--- src/hdl/aspsel_pkg.sv ---
// aspsel_pkg: shared widths, codes, record types and helper functions for the
// alignment site pair selector; no dependencies
`timescale 1ns / 1ps

package aspsel_pkg;

    localparam int CNT_W  = 10;
    localparam int SUM_W  = 24;
    localparam int STAT_W = 16;
    localparam int SITE_W = 32;
    localparam int CFG_W  = 10;
    localparam int NBASE  = 4;
    localparam int NCLASS = 5;
    localparam int CUBE_W = 14;

    localparam int MAX_SEQUENCES   = 1023;
    localparam int SITE_INDEX_BITS = 32;
    localparam int DIST_MIN_SEQ    = 20;
    localparam int DROP_SCALE      = 216000;   // 60 cubed

    localparam logic [SUM_W-1:0]  SUM_MAX  = {SUM_W{1'b1}};
    localparam logic [STAT_W-1:0] STAT_MAX = {STAT_W{1'b1}};
    localparam logic [CFG_W-1:0]  DIST_RESET = 10'd20;

    // objective mode codes
    localparam logic [1:0] MODE_ZERO = 2'd0;
    localparam logic [1:0] MODE_RY   = 2'd1;
    localparam logic [1:0] MODE_FULL = 2'd2;
    localparam logic [1:0] MODE_AUTO = 2'd3;

    // column classes
    localparam logic [2:0] CLS_EMPTY    = 3'd0;
    localparam logic [2:0] CLS_ONE      = 3'd1;
    localparam logic [2:0] CLS_TWO      = 3'd2;
    localparam logic [2:0] CLS_FOUR_VAR = 3'd5;

    typedef enum logic [1:0] {
        CFG_OBJECTIVE = 2'd0,
        CFG_NUM_SEQ   = 2'd1,
        CFG_PAIR_DIST = 2'd2
    } cfg_index_t;

    typedef struct packed {
        logic       single;
        logic [2:0] cls;
    } kind_t;

    typedef struct packed {
        logic [1:0]       mode;
        logic [CFG_W-1:0] nseq;
        logic [CFG_W-1:0] pair_gap;
    } cfg_t;

    typedef struct packed {
        logic [NBASE-1:0][CNT_W-1:0] cnt;
        logic [SITE_W-1:0]           site;
        logic                        first;
        logic                        last;
    } column_t;

    typedef struct packed {
        logic                        pair_valid;
        logic [SITE_W-1:0]           first_site;
        logic [SITE_W-1:0]           second_site;
        logic                        full;
        logic                        sum_valid;
        logic [NBASE-1:0][SUM_W-1:0] sums;
        logic                        drop_force;
        logic                        drop_test;
        logic signed [CUBE_W-1:0]    cube;
        logic [STAT_W-1:0]           four_cnt;
        logic [STAT_W-1:0]           var_cnt;
    } rec_t;

    // class one never pairs with a singleton or with another class one
    function automatic logic pair_allowed(input kind_t cur, input kind_t prev);
        logic ok;
        ok = 1'b1;
        if (cur.cls == CLS_ONE && prev.single)
            ok = 1'b0;
        if (prev.cls == CLS_ONE && cur.single)
            ok = 1'b0;
        if (cur.cls == CLS_ONE && prev.cls == CLS_ONE)
            ok = 1'b0;
        return ok;
    endfunction

    // (n - 1) cubed for the small sequence counts that use the drop test
    function automatic logic signed [CUBE_W-1:0] cube_of(input logic [4:0] n);
        logic signed [CUBE_W-1:0] v;
        case (n)
            5'd0:    v = -14'sd1;
            5'd1:    v = 14'sd0;
            5'd2:    v = 14'sd1;
            5'd3:    v = 14'sd8;
            5'd4:    v = 14'sd27;
            5'd5:    v = 14'sd64;
            5'd6:    v = 14'sd125;
            5'd7:    v = 14'sd216;
            5'd8:    v = 14'sd343;
            5'd9:    v = 14'sd512;
            5'd10:   v = 14'sd729;
            5'd11:   v = 14'sd1000;
            5'd12:   v = 14'sd1331;
            5'd13:   v = 14'sd1728;
            5'd14:   v = 14'sd2197;
            5'd15:   v = 14'sd2744;
            5'd16:   v = 14'sd3375;
            5'd17:   v = 14'sd4096;
            5'd18:   v = 14'sd4913;
            5'd19:   v = 14'sd5832;
            default: v = 14'sd0;
        endcase
        return v;
    endfunction

endpackage

--- src/hdl/aspsel_track.sv ---
// aspsel_track: column classification, per-class and neighbour pairing state
// and chunk statistics; depends on aspsel_pkg
`timescale 1ns / 1ps

module aspsel_track #(
    parameter int SITE_INDEX_BITS = aspsel_pkg::SITE_INDEX_BITS,
    parameter int MAX_SEQUENCES   = aspsel_pkg::MAX_SEQUENCES
) (
    input  logic                clk,
    input  logic                rst_n,
    input  logic                accept,
    input  aspsel_pkg::column_t col,
    input  aspsel_pkg::cfg_t    cfg,
    output aspsel_pkg::rec_t    rec
);
    import aspsel_pkg::*;

    localparam int SW = (SITE_INDEX_BITS < SITE_W) ? SITE_INDEX_BITS : SITE_W;

    logic [SW-1:0]               pos_reg   [NCLASS];
    kind_t                       kind_reg  [NCLASS];
    logic [NCLASS-1:0]           valid_reg;
    kind_t                       prev_kind_reg;
    logic                        prev_valid_reg;
    logic [STAT_W-1:0]           four_reg;
    logic [STAT_W-1:0]           var_reg;
    logic [NBASE-1:0][SUM_W-1:0] sums_reg;

    logic [SW-1:0]               pos_next  [NCLASS];
    kind_t                       kind_next [NCLASS];
    logic [NCLASS-1:0]           valid_next;
    kind_t                       prev_kind_next;
    logic                        prev_valid_next;
    logic [STAT_W-1:0]           four_next;
    logic [STAT_W-1:0]           var_next;
    logic [NBASE-1:0][SUM_W-1:0] sums_next;

    logic [NCLASS-1:0]           valid_eff;
    logic                        prev_valid_eff;
    logic [STAT_W-1:0]           four_eff;
    logic [STAT_W-1:0]           var_eff;
    logic [NBASE-1:0][SUM_W-1:0] sums_eff;
    logic [SUM_W:0]              sum_wide;
    logic [2:0]                  nz;
    logic                        has_one;
    kind_t                       kind;
    logic [2:0]                  slot;
    logic [SW-1:0]               j;
    logic [SW:0]                 reach;
    logic                        dist_mode;
    logic [CFG_W-1:0]            n_eff;
    kind_t                       pk;

    always_comb
    begin
        n_eff = (32'(cfg.nseq) > MAX_SEQUENCES) ? CFG_W'(MAX_SEQUENCES) : cfg.nseq;
        j     = col.site[SW-1:0];

        // chunk start clears the chunk before this column
        valid_eff      = col.first ? '0 : valid_reg;
        prev_valid_eff = col.first ? 1'b0 : prev_valid_reg;
        four_eff       = col.first ? '0 : four_reg;
        var_eff        = col.first ? '0 : var_reg;
        sums_eff       = col.first ? '0 : sums_reg;

        nz      = '0;
        has_one = 1'b0;
        for (int k = 0; k < NBASE; k++)
        begin
            if (col.cnt[k] != '0)
                nz = nz + 3'd1;
            if (col.cnt[k] == CNT_W'(1))
                has_one = 1'b1;
            sum_wide     = {1'b0, sums_eff[k]} + (SUM_W+1)'(col.cnt[k]);
            sums_next[k] = (sum_wide > (SUM_W+1)'(SUM_MAX)) ? SUM_MAX : sum_wide[SUM_W-1:0];
        end

        four_next = four_eff;
        if (nz == 3'd4 && four_eff != STAT_MAX)
            four_next = four_eff + STAT_W'(1);
        var_next = var_eff;
        if (nz != 3'd0 && var_eff != STAT_MAX)
            var_next = var_eff + STAT_W'(1);

        // four bases never leave a singleton, so class four becomes class five
        kind.single = has_one && (nz <= 3'd2);
        kind.cls    = (nz == 3'd4) ? CLS_FOUR_VAR : nz;

        dist_mode = (cfg.mode == MODE_AUTO) && (n_eff >= CFG_W'(DIST_MIN_SEQ))
                    && (cfg.pair_gap != '0);
        slot      = (kind.cls == CLS_EMPTY) ? 3'd0 : kind.cls - 3'd1;
        reach     = (SW+1)'(pos_reg[slot]) + (SW+1)'(cfg.pair_gap);
        pk        = dist_mode ? kind_reg[slot] : prev_kind_reg;

        for (int k = 0; k < NCLASS; k++)
        begin
            pos_next[k]  = pos_reg[k];
            kind_next[k] = kind_reg[k];
        end
        valid_next      = valid_eff;
        prev_kind_next  = kind;
        prev_valid_next = 1'b1;

        rec = '0;
        if (kind.cls != CLS_EMPTY)
        begin
            if (dist_mode)
            begin
                if (valid_eff[slot] && reach >= {1'b0, j} && pair_allowed(kind, pk))
                begin
                    rec.pair_valid  = 1'b1;
                    rec.first_site  = SITE_W'(pos_reg[slot]);
                    rec.second_site = SITE_W'(j);
                    rec.full        = (kind.cls != CLS_FOUR_VAR) && (pk.cls < CLS_FOUR_VAR);
                end
                if (kind.cls > CLS_TWO)
                begin
                    pos_next[slot]   = j;
                    kind_next[slot]  = kind;
                    valid_next[slot] = 1'b1;
                end
                else
                begin
                    // classes one and two share slots 0 and 1
                    for (int k = 0; k < 2; k++)
                    begin
                        pos_next[k]   = j;
                        kind_next[k]  = kind;
                        valid_next[k] = 1'b1;
                    end
                end
            end
            else if (prev_valid_eff && pair_allowed(kind, pk))
            begin
                rec.pair_valid  = 1'b1;
                rec.first_site  = SITE_W'(j - SW'(1));
                rec.second_site = SITE_W'(j);
                rec.full        = 1'b1;
            end
        end

        if (col.last)
        begin
            rec.sum_valid  = 1'b1;
            rec.sums       = sums_next;
            rec.drop_force = (cfg.mode == MODE_RY);
            rec.drop_test  = (cfg.mode == MODE_AUTO) && (n_eff < CFG_W'(DIST_MIN_SEQ));
            rec.cube       = cube_of(n_eff[4:0]);
            rec.four_cnt   = four_next;
            rec.var_cnt    = var_next;
            // chunk end clears after the summary
            valid_next      = '0;
            prev_valid_next = 1'b0;
            four_next       = '0;
            var_next        = '0;
            sums_next       = '0;
        end
    end

    always_ff @(posedge clk or negedge rst_n)
    begin
        if (!rst_n)
        begin
            valid_reg      <= '0;
            prev_valid_reg <= 1'b0;
            four_reg       <= '0;
            var_reg        <= '0;
            sums_reg       <= '0;
        end
        else if (accept)
        begin
            valid_reg      <= valid_next;
            prev_valid_reg <= prev_valid_next;
            four_reg       <= four_next;
            var_reg        <= var_next;
            sums_reg       <= sums_next;
        end
    end

    always_ff @(posedge clk)
    begin
        if (accept)
        begin
            prev_kind_reg <= prev_kind_next;
            for (int k = 0; k < NCLASS; k++)
            begin
                pos_reg[k]  <= pos_next[k];
                kind_reg[k] <= kind_next[k];
            end
        end
    end

endmodule

--- src/hdl/aspsel_out.sv ---
// aspsel_out: two-entry result queue, drop test and output beat formatting
// depends on aspsel_pkg
`timescale 1ns / 1ps

module aspsel_out (
    input  logic             clk,
    input  logic             rst_n,
    input  logic             push,
    input  aspsel_pkg::rec_t rec,
    output logic             space,
    output logic             m_valid,
    input  logic             m_ready,
    output logic [167:0]     m_data,
    output logic             m_user,
    output logic             m_last
);
    import aspsel_pkg::*;

    localparam int DEPTH = 2;
    localparam int PTR_W = $clog2(DEPTH);
    localparam int CNT_QW = $clog2(DEPTH + 1);
    localparam int LHS_W = STAT_W + 18;
    localparam int RHS_W = STAT_W + 1 + CUBE_W;
    localparam int CMP_W = LHS_W + 2;

    rec_t              q_reg [DEPTH];
    logic [PTR_W-1:0]  wr_ptr_reg;
    logic [PTR_W-1:0]  rd_ptr_reg;
    logic [CNT_QW-1:0] count_reg;
    logic              phase_reg;

    rec_t                    head;
    logic                    pair_sel;
    logic                    take;
    logic                    pop;
    logic [LHS_W-1:0]        lhs;
    logic signed [RHS_W-1:0] rhs;
    logic                    drop;

    assign head     = q_reg[rd_ptr_reg];
    assign m_valid  = (count_reg != '0);
    assign space    = (count_reg != CNT_QW'(DEPTH));
    assign pair_sel = head.pair_valid && !phase_reg;
    assign take     = m_valid && m_ready;
    assign pop      = take && !(pair_sel && head.sum_valid);

    always_comb
    begin
        lhs  = LHS_W'(head.four_cnt) * LHS_W'(DROP_SCALE);
        rhs  = $signed({1'b0, head.var_cnt}) * head.cube;
        drop = head.drop_force ||
               (head.drop_test && ($signed({2'b00, lhs}) > CMP_W'(rhs)));

        m_data = '0;
        m_user = !pair_sel;
        m_last = !pair_sel || !head.sum_valid;
        if (pair_sel)
        begin
            m_data[31:0]  = head.first_site;
            m_data[63:32] = head.second_site;
            m_data[64]    = head.full;
        end
        else
        begin
            m_data[65]      = drop;
            m_data[89:66]   = head.sums[0];
            m_data[113:90]  = head.sums[1];
            m_data[137:114] = head.sums[2];
            m_data[161:138] = head.sums[3];
        end
    end

    always_ff @(posedge clk or negedge rst_n)
    begin
        if (!rst_n)
        begin
            wr_ptr_reg <= '0;
            rd_ptr_reg <= '0;
            count_reg  <= '0;
            phase_reg  <= 1'b0;
        end
        else
        begin
            if (push)
                wr_ptr_reg <= wr_ptr_reg + PTR_W'(1);
            if (pop)
                rd_ptr_reg <= rd_ptr_reg + PTR_W'(1);
            if (push && !pop)
                count_reg <= count_reg + CNT_QW'(1);
            else if (pop && !push)
                count_reg <= count_reg - CNT_QW'(1);
            // pair sent, summary of the same column still to go
            if (take)
                phase_reg <= !pop;
        end
    end

    always_ff @(posedge clk)
    begin
        if (push)
            q_reg[wr_ptr_reg] <= rec;
    end

`ifndef SYNTHESIS
    a_count_bound: assert property (@(posedge clk) disable iff (!rst_n)
        count_reg <= CNT_QW'(DEPTH))
        else $error("result queue over depth");
    a_phase_has_sum: assert property (@(posedge clk) disable iff (!rst_n)
        phase_reg |-> (m_valid && head.sum_valid && head.pair_valid))
        else $error("pair phase without pending summary");
    a_record_nonempty: assert property (@(posedge clk) disable iff (!rst_n)
        m_valid |-> (head.pair_valid || head.sum_valid))
        else $error("queued record holds no result");
    a_summary_last: assert property (@(posedge clk) disable iff (!rst_n)
        (m_valid && m_user) |-> m_last)
        else $error("summary beat not marked last");
`endif

endmodule

--- src/hdl/alignment_site_pair_selector_core.sv ---
// alignment_site_pair_selector_core: top level with configuration registers,
// stream ports, pairing state and result queue; depends on aspsel_pkg,
// aspsel_track and aspsel_out
`timescale 1ns / 1ps

// One alignment column is taken per clock on the slave stream while the
// two-entry result queue has space; its results (a site pair, a chunk
// summary, or both, pair first) are registered in that queue and appear on
// the master stream from it, so input keeps flowing while a result waits.
// A column that causes both a pair and a summary holds its queue entry until
// both beats are taken, which limits the sustained rate at chunk ends.
// Chunk state is held in flip-flops and needs no clearing pass after reset.
// Configuration writes must be made while the block holds no pending results.
module alignment_site_pair_selector_core #(
    parameter int SITE_INDEX_BITS = aspsel_pkg::SITE_INDEX_BITS,
    parameter int MAX_SEQUENCES   = aspsel_pkg::MAX_SEQUENCES
) (
    input  logic         clk,
    input  logic         rst_n,
    input  logic         s_tvalid,
    output logic         s_tready,
    // count_a[9:0], count_c[19:10], count_g[29:20], count_t[39:30],
    // site_index[71:40]
    input  logic [71:0]  s_tdata,
    // chunk_first[0]
    input  logic [0:0]   s_tuser,
    input  logic         s_tlast,   // chunk_last
    output logic         m_tvalid,
    input  logic         m_tready,
    // first_site[31:0], second_site[63:32], in_full_lists[64],
    // drop_full_lists[65], sum_a[89:66], sum_c[113:90], sum_g[137:114],
    // sum_t[161:138], zero fill[167:162]
    output logic [167:0] m_tdata,
    // result_kind[0]
    output logic [0:0]   m_tuser,
    output logic         m_tlast,   // last_of_run
    input  logic         cfg_we,
    input  logic [1:0]   cfg_index,
    input  logic [9:0]   cfg_data
);
    import aspsel_pkg::*;

    logic [1:0]       mode_reg;
    logic [CFG_W-1:0] nseq_reg;
    logic [CFG_W-1:0] dist_reg;

    cfg_t    cfg;
    column_t col;
    rec_t    rec;
    logic    accept;
    logic    push;
    logic    space;
    logic    kind_bit;

    always_ff @(posedge clk or negedge rst_n)
    begin
        if (!rst_n)
        begin
            mode_reg <= MODE_RY;
            nseq_reg <= '0;
            dist_reg <= DIST_RESET;
        end
        else if (cfg_we)
        begin
            case (cfg_index)
                CFG_OBJECTIVE: mode_reg <= cfg_data[1:0];
                CFG_NUM_SEQ:   nseq_reg <= cfg_data;
                CFG_PAIR_DIST: dist_reg <= cfg_data;
                default:       ;
            endcase
        end
    end

    assign cfg.mode     = mode_reg;
    assign cfg.nseq     = nseq_reg;
    assign cfg.pair_gap = dist_reg;

    assign col.cnt[0] = s_tdata[9:0];
    assign col.cnt[1] = s_tdata[19:10];
    assign col.cnt[2] = s_tdata[29:20];
    assign col.cnt[3] = s_tdata[39:30];
    assign col.site   = s_tdata[71:40];
    assign col.first  = s_tuser[0];
    assign col.last   = s_tlast;

    assign s_tready = space;
    assign accept   = s_tvalid && s_tready;
    // beats that cause no result leave the queue alone
    assign push     = accept && (rec.pair_valid || rec.sum_valid);

    aspsel_track #(
        .SITE_INDEX_BITS (SITE_INDEX_BITS),
        .MAX_SEQUENCES   (MAX_SEQUENCES)
    ) u_track (
        .clk    (clk),
        .rst_n  (rst_n),
        .accept (accept),
        .col    (col),
        .cfg    (cfg),
        .rec    (rec)
    );

    aspsel_out u_out (
        .clk     (clk),
        .rst_n   (rst_n),
        .push    (push),
        .rec     (rec),
        .space   (space),
        .m_valid (m_tvalid),
        .m_ready (m_tready),
        .m_data  (m_tdata),
        .m_user  (kind_bit),
        .m_last  (m_tlast)
    );

    assign m_tuser[0] = kind_bit;

endmodule
--- config.mk ---
export PLATFORM = sky130hd
export DESIGN_NAME = alignment_site_pair_selector_core
export DESIGN_NICKNAME = d
export VERILOG_FILES = /design/src/hdl/aspsel_pkg.sv /design/src/hdl/aspsel_track.sv /design/src/hdl/aspsel_out.sv /design/src/hdl/alignment_site_pair_selector_core.sv
export SDC_FILE = /design/constraint.sdc
export NUM_CORES = 2
export LEC_CHECK = 0
export ABC_AREA = 1
export CELL_PAD_IN_SITES_DETAIL_PLACEMENT = 0
export CELL_PAD_IN_SITES_GLOBAL_PLACEMENT = 1
export CORE_MARGIN = 2
export CORE_UTILIZATION = 49
export DETAILED_ROUTE_END_ITERATION = 8
export DONT_BUFFER_PORTS = 1
export PLACE_DENSITY_LB_ADDON = 0.1
export SYNTH_ARGS = -nofsm -noshare
export SYNTH_HDL_FRONTEND = slang
export SYNTH_SLANG_ARGS = --single-unit
export TNS_END_PERCENT = 50
--- constraint.sdc ---
create_clock -name clk -period 19 [get_ports clk]
set_clock_uncertainty 0.05 [all_clocks]
set_input_delay 2.85 -clock clk [delete_from_list [all_inputs] [get_ports clk]]
set_output_delay 2.85 -clock clk [all_outputs]
set_load 0.03 [all_outputs]
==> flow_metrics.py <==
metrics = {
    "global_route": {
        "grt_remaining_overflow": 0,
        "grt_pass1_vias": 36400,
        "grt_pass1_wl_um": 208000,
        "grt_start_max_net_pins": 162,
        "grt_use_total_pct": 25.6,
        "antenna_found_initial": 0,
    },
    "sta": {
        "worst_pin_slew_ns": 1.19,
        "period_needed_ns": 14.46,
        "rsz0062_at_grt": "false",
        "hold_viol_final": 0,
        "tns_ns": 0,
        "fin_hold_ws_ns": 0.420,
        "setup_viol": 0,
        "period_share_pct": 76.1,
        "fmax_ghz": 0.0692,
        "slew_viol_final": 0,
        "max_slew_margin_pct": 20.7,
    },
    "worst_setup_path": {
        "cp_slowest_stage_delay_ns": 0.76,
        "critPathSlowestCell": "buf_4",
        "cp-end-kind": "flip-flop",
        "critPathRequiredTime_ns": 19.22,
        "worstSetupPathType": "primary input to flip-flop",
        "crit_path_max_fanout": 57,
        "crit_top_cell": "nand2_1",
        "critPathArrivalTime_ns": 14.67,
        "cp-start-kind": "primary input",
    },
    "yosys": {
        "avgSynthCellArea_um2": 9.08,
        "ys_async_sr_fraction_pct": 21.0,
        "yosysWarnings": 0,
        "yosysUniqueCellTypes": 63,
        "netlist_area_um2": 50300,
        "synth_flop_cell": "edfxtp_1",
        "synth-seq-cells": 767,
        "synth_edf_count": 606,
        "synthCells": 5536,
        "yosysSeqAreaShare_pct": 44.2,
    },
    "cells_and_area": {
        "nNetsFinal": 6167,
        "final-seq-area_um2": 22200,
        "largest_register_ffs": 422,
        "multi_input_area_um2": 24000,
        "syn_to_final_growth_pct": 8.20,
        "diodes": 0,
        "utilization_pct": 53.5,
        "num-fill-cells": 9370,
        "drive_gt1_share_pct": 5.96,
    },
    "clocking": {
        "clk_pin_slew_ns": 0.05,
        "insertion_delay_ns": 0.66,
        "cts_root_buf": "clkbuf_16",
        "cts_tree": "done",
        "ctsHoldBuffers": 0,
        "cts_setup_buffers": 0,
        "htree_levels": 3,
        "ctsResizeCount": 0,
        "cts_buffers": 84,
        "cts_buffer_depth": 3,
        "cts_sinks": 767,
    },
    "floorplan": {
        "start_util_pct": 49.4,
        "die_area_um2": 105000,
        "chipHeight_um": 324,
        "io_pins": 263,
        "std_cell_rows": 117,
        "coreArea_um2": 102000,
        "die_w_um": 324,
    },
    "detailed_routing": {
        "postRouteAntennaNets": 0,
        "dr.pass1.iters": 6,
        "routed_wl_um": 134000,
        "routed_via_density": 5.32,
        "wl_per_cell_um": 19.3,
        "drc": 0,
        "via_count": 36800,
        "first_iter_violations": 2584,
    },
    "place": {
        "place.gp.congestion": 0.886,
        "place_hpwl_um": 94800,
        "port_buffers": 0,
    },
    "worst_hold_path": {
        "min_path_type": "flip-flop to flip-flop",
    },
    "flow_run": {
        "maxCapViolCount": 0,
    },
    "status": {
        "outcome": "complete, no violations",
    },
}
[kinds of logic after synthesis]
group                    share of synthesized area (%)
flip-flops                                        44.2
other                                          0.00746
AO/OA/AOI/OAI                                     7.54
AND/OR/NAND/NOR                                   18.6
adder cells (fa/ha/maj)                           18.4
buffers and inverters                             8.26
XOR/XNOR                                          2.93
multiplexers                                    0.0398
[synthesized netlist by cell type, types with 5 or more instances]
cell type / count / area share (%)
nand2_4: 5 / 0.11
fa_1: 246 / 9.8
or2_1: 7 / 0.087
nor2_1: 717 / 5.4
a31oi_1: 9 / 0.11
nor3_1: 67 / 0.67
nor4_1: 12 / 0.15
xnor2_1: 44 / 0.77
or2_2: 82 / 1.0
buf_2: 12 / 0.12
buf_4: 12 / 0.18
nand2_1: 1113 / 8.3
inv_2: 8 / 0.060
nor2_4: 5 / 0.11
nand4_1: 38 / 0.47
clkbuf_1: 155 / 1.2
ha_1: 345 / 8.6
a21oi_1: 254 / 2.5
a211oi_1: 25 / 0.37
o21ai_1: 20 / 0.20
buf_6: 7 / 0.16
o21bai_1: 10 / 0.15
o211ai_1: 8 / 0.12
buf_1: 11 / 0.082
xor2_1: 124 / 2.2
nand2_2: 13 / 0.16
o22ai_1: 135 / 1.7
dfrtp_1: 158 / 7.9
clkinv_1: 13 / 0.097
nand3_1: 155 / 1.5
edfxtp_1: 606 / 36
inv_1: 858 / 6.4
o21ai_0: 185 / 1.8
nand3b_1: 13 / 0.19
nor2_2: 8 / 0.10
[metal layers]
layer | up-vias | global-route usage (%) | wire (µm)
met1 | 17900 | 34.7 | 58700
met3 | 207 | 4.32 | 7870
met2 | 922 | 42.5 | 63500
li1 | 17800 | - | -
met5 | - | 0 | 0
met4 | 0 | 7.49 | 3730
[layout make-up]
class	instances	area share (%)
Sequential cell	767	40.9
Tap cell	1368	3.15
Inverter	879	6.11
Clock buffer	110	4.22
Clock inverter	46	0.789
Multi-Input combinational cell	3698	44.1
Timing Repair Buffer	55	0.759
[critical path, delay by kind of cell]
| family | cells | cell delay [ns] |
|---|---|---|
| xor gates and xnor gates | 1 | 0.14 |
| AOI/OAI and AO/OA | 8 | 1.58 |
| and+or+nand+nor | 36 | 6.39 |
| buffers and inverters | 9 | 1.81 |
| adders and majority gates | 6 | 1.72 |
[metrics by stage]
stage / cells / area (µm²) / setup WS [ns]
after detailed placement: 6767 / 51700 / 3.83
after CTS: 6923 / 54400 / 4.50
after global routing: 6923 / 54400 / 3.50
final: 6923 / 54400 / 4.54
after floorplan: 5541 / 50300 / 2.45
after global placement: 6767 / 51700 / 4.07
[worst paths after layout]
path | startpoint | cells past startpoint | to | slack, ns
setup / recovery | s_tdata[4] | 60 | u_out.q_reg[1][116] | 4.54
hold / removal | u_out.wr_ptr_reg | 2 | u_out.wr_ptr_reg | 0.42
setup reg to reg | u_track.pos_reg[4][0] | 37 | u_out.q_reg[1][116] | 11.50
hold reg to reg | u_out.wr_ptr_reg | 2 | u_out.wr_ptr_reg | 0.42
max in group asynchronous | rst_n | 0 | u_out.rd_ptr_reg | 16.61
min in group asynchronous | rst_n | 0 | u_track.sums_reg[55] | 1.85
[placed cells by master, fill, tap and decap left out, types with 12 or more instances in the layout]
master	n
nand2_2	14
nand3b_1	13
o21ai_1	21
ha_1	345
or2_2	82
dfrtp_1	157
a21oi_1	254
xor2_1	124
xnor2_1	44
clkinv_1	30
nor4_1	12
clkbuf_16	87
nor2_1	710
nor3_1	63
edfxtp_1	606
nand4_1	38
buf_4	55
o22ai_1	135
inv_1	854
a211oi_1	25
nand2_1	1111
fa_1	246
clkinv_2	14
clkbuf_1	20
o21ai_0	184
nand3_1	155
Power is left out: the tool's default activity adds up to more than one toggle a clock period on the data nets, which glitch-free logic cannot reach.
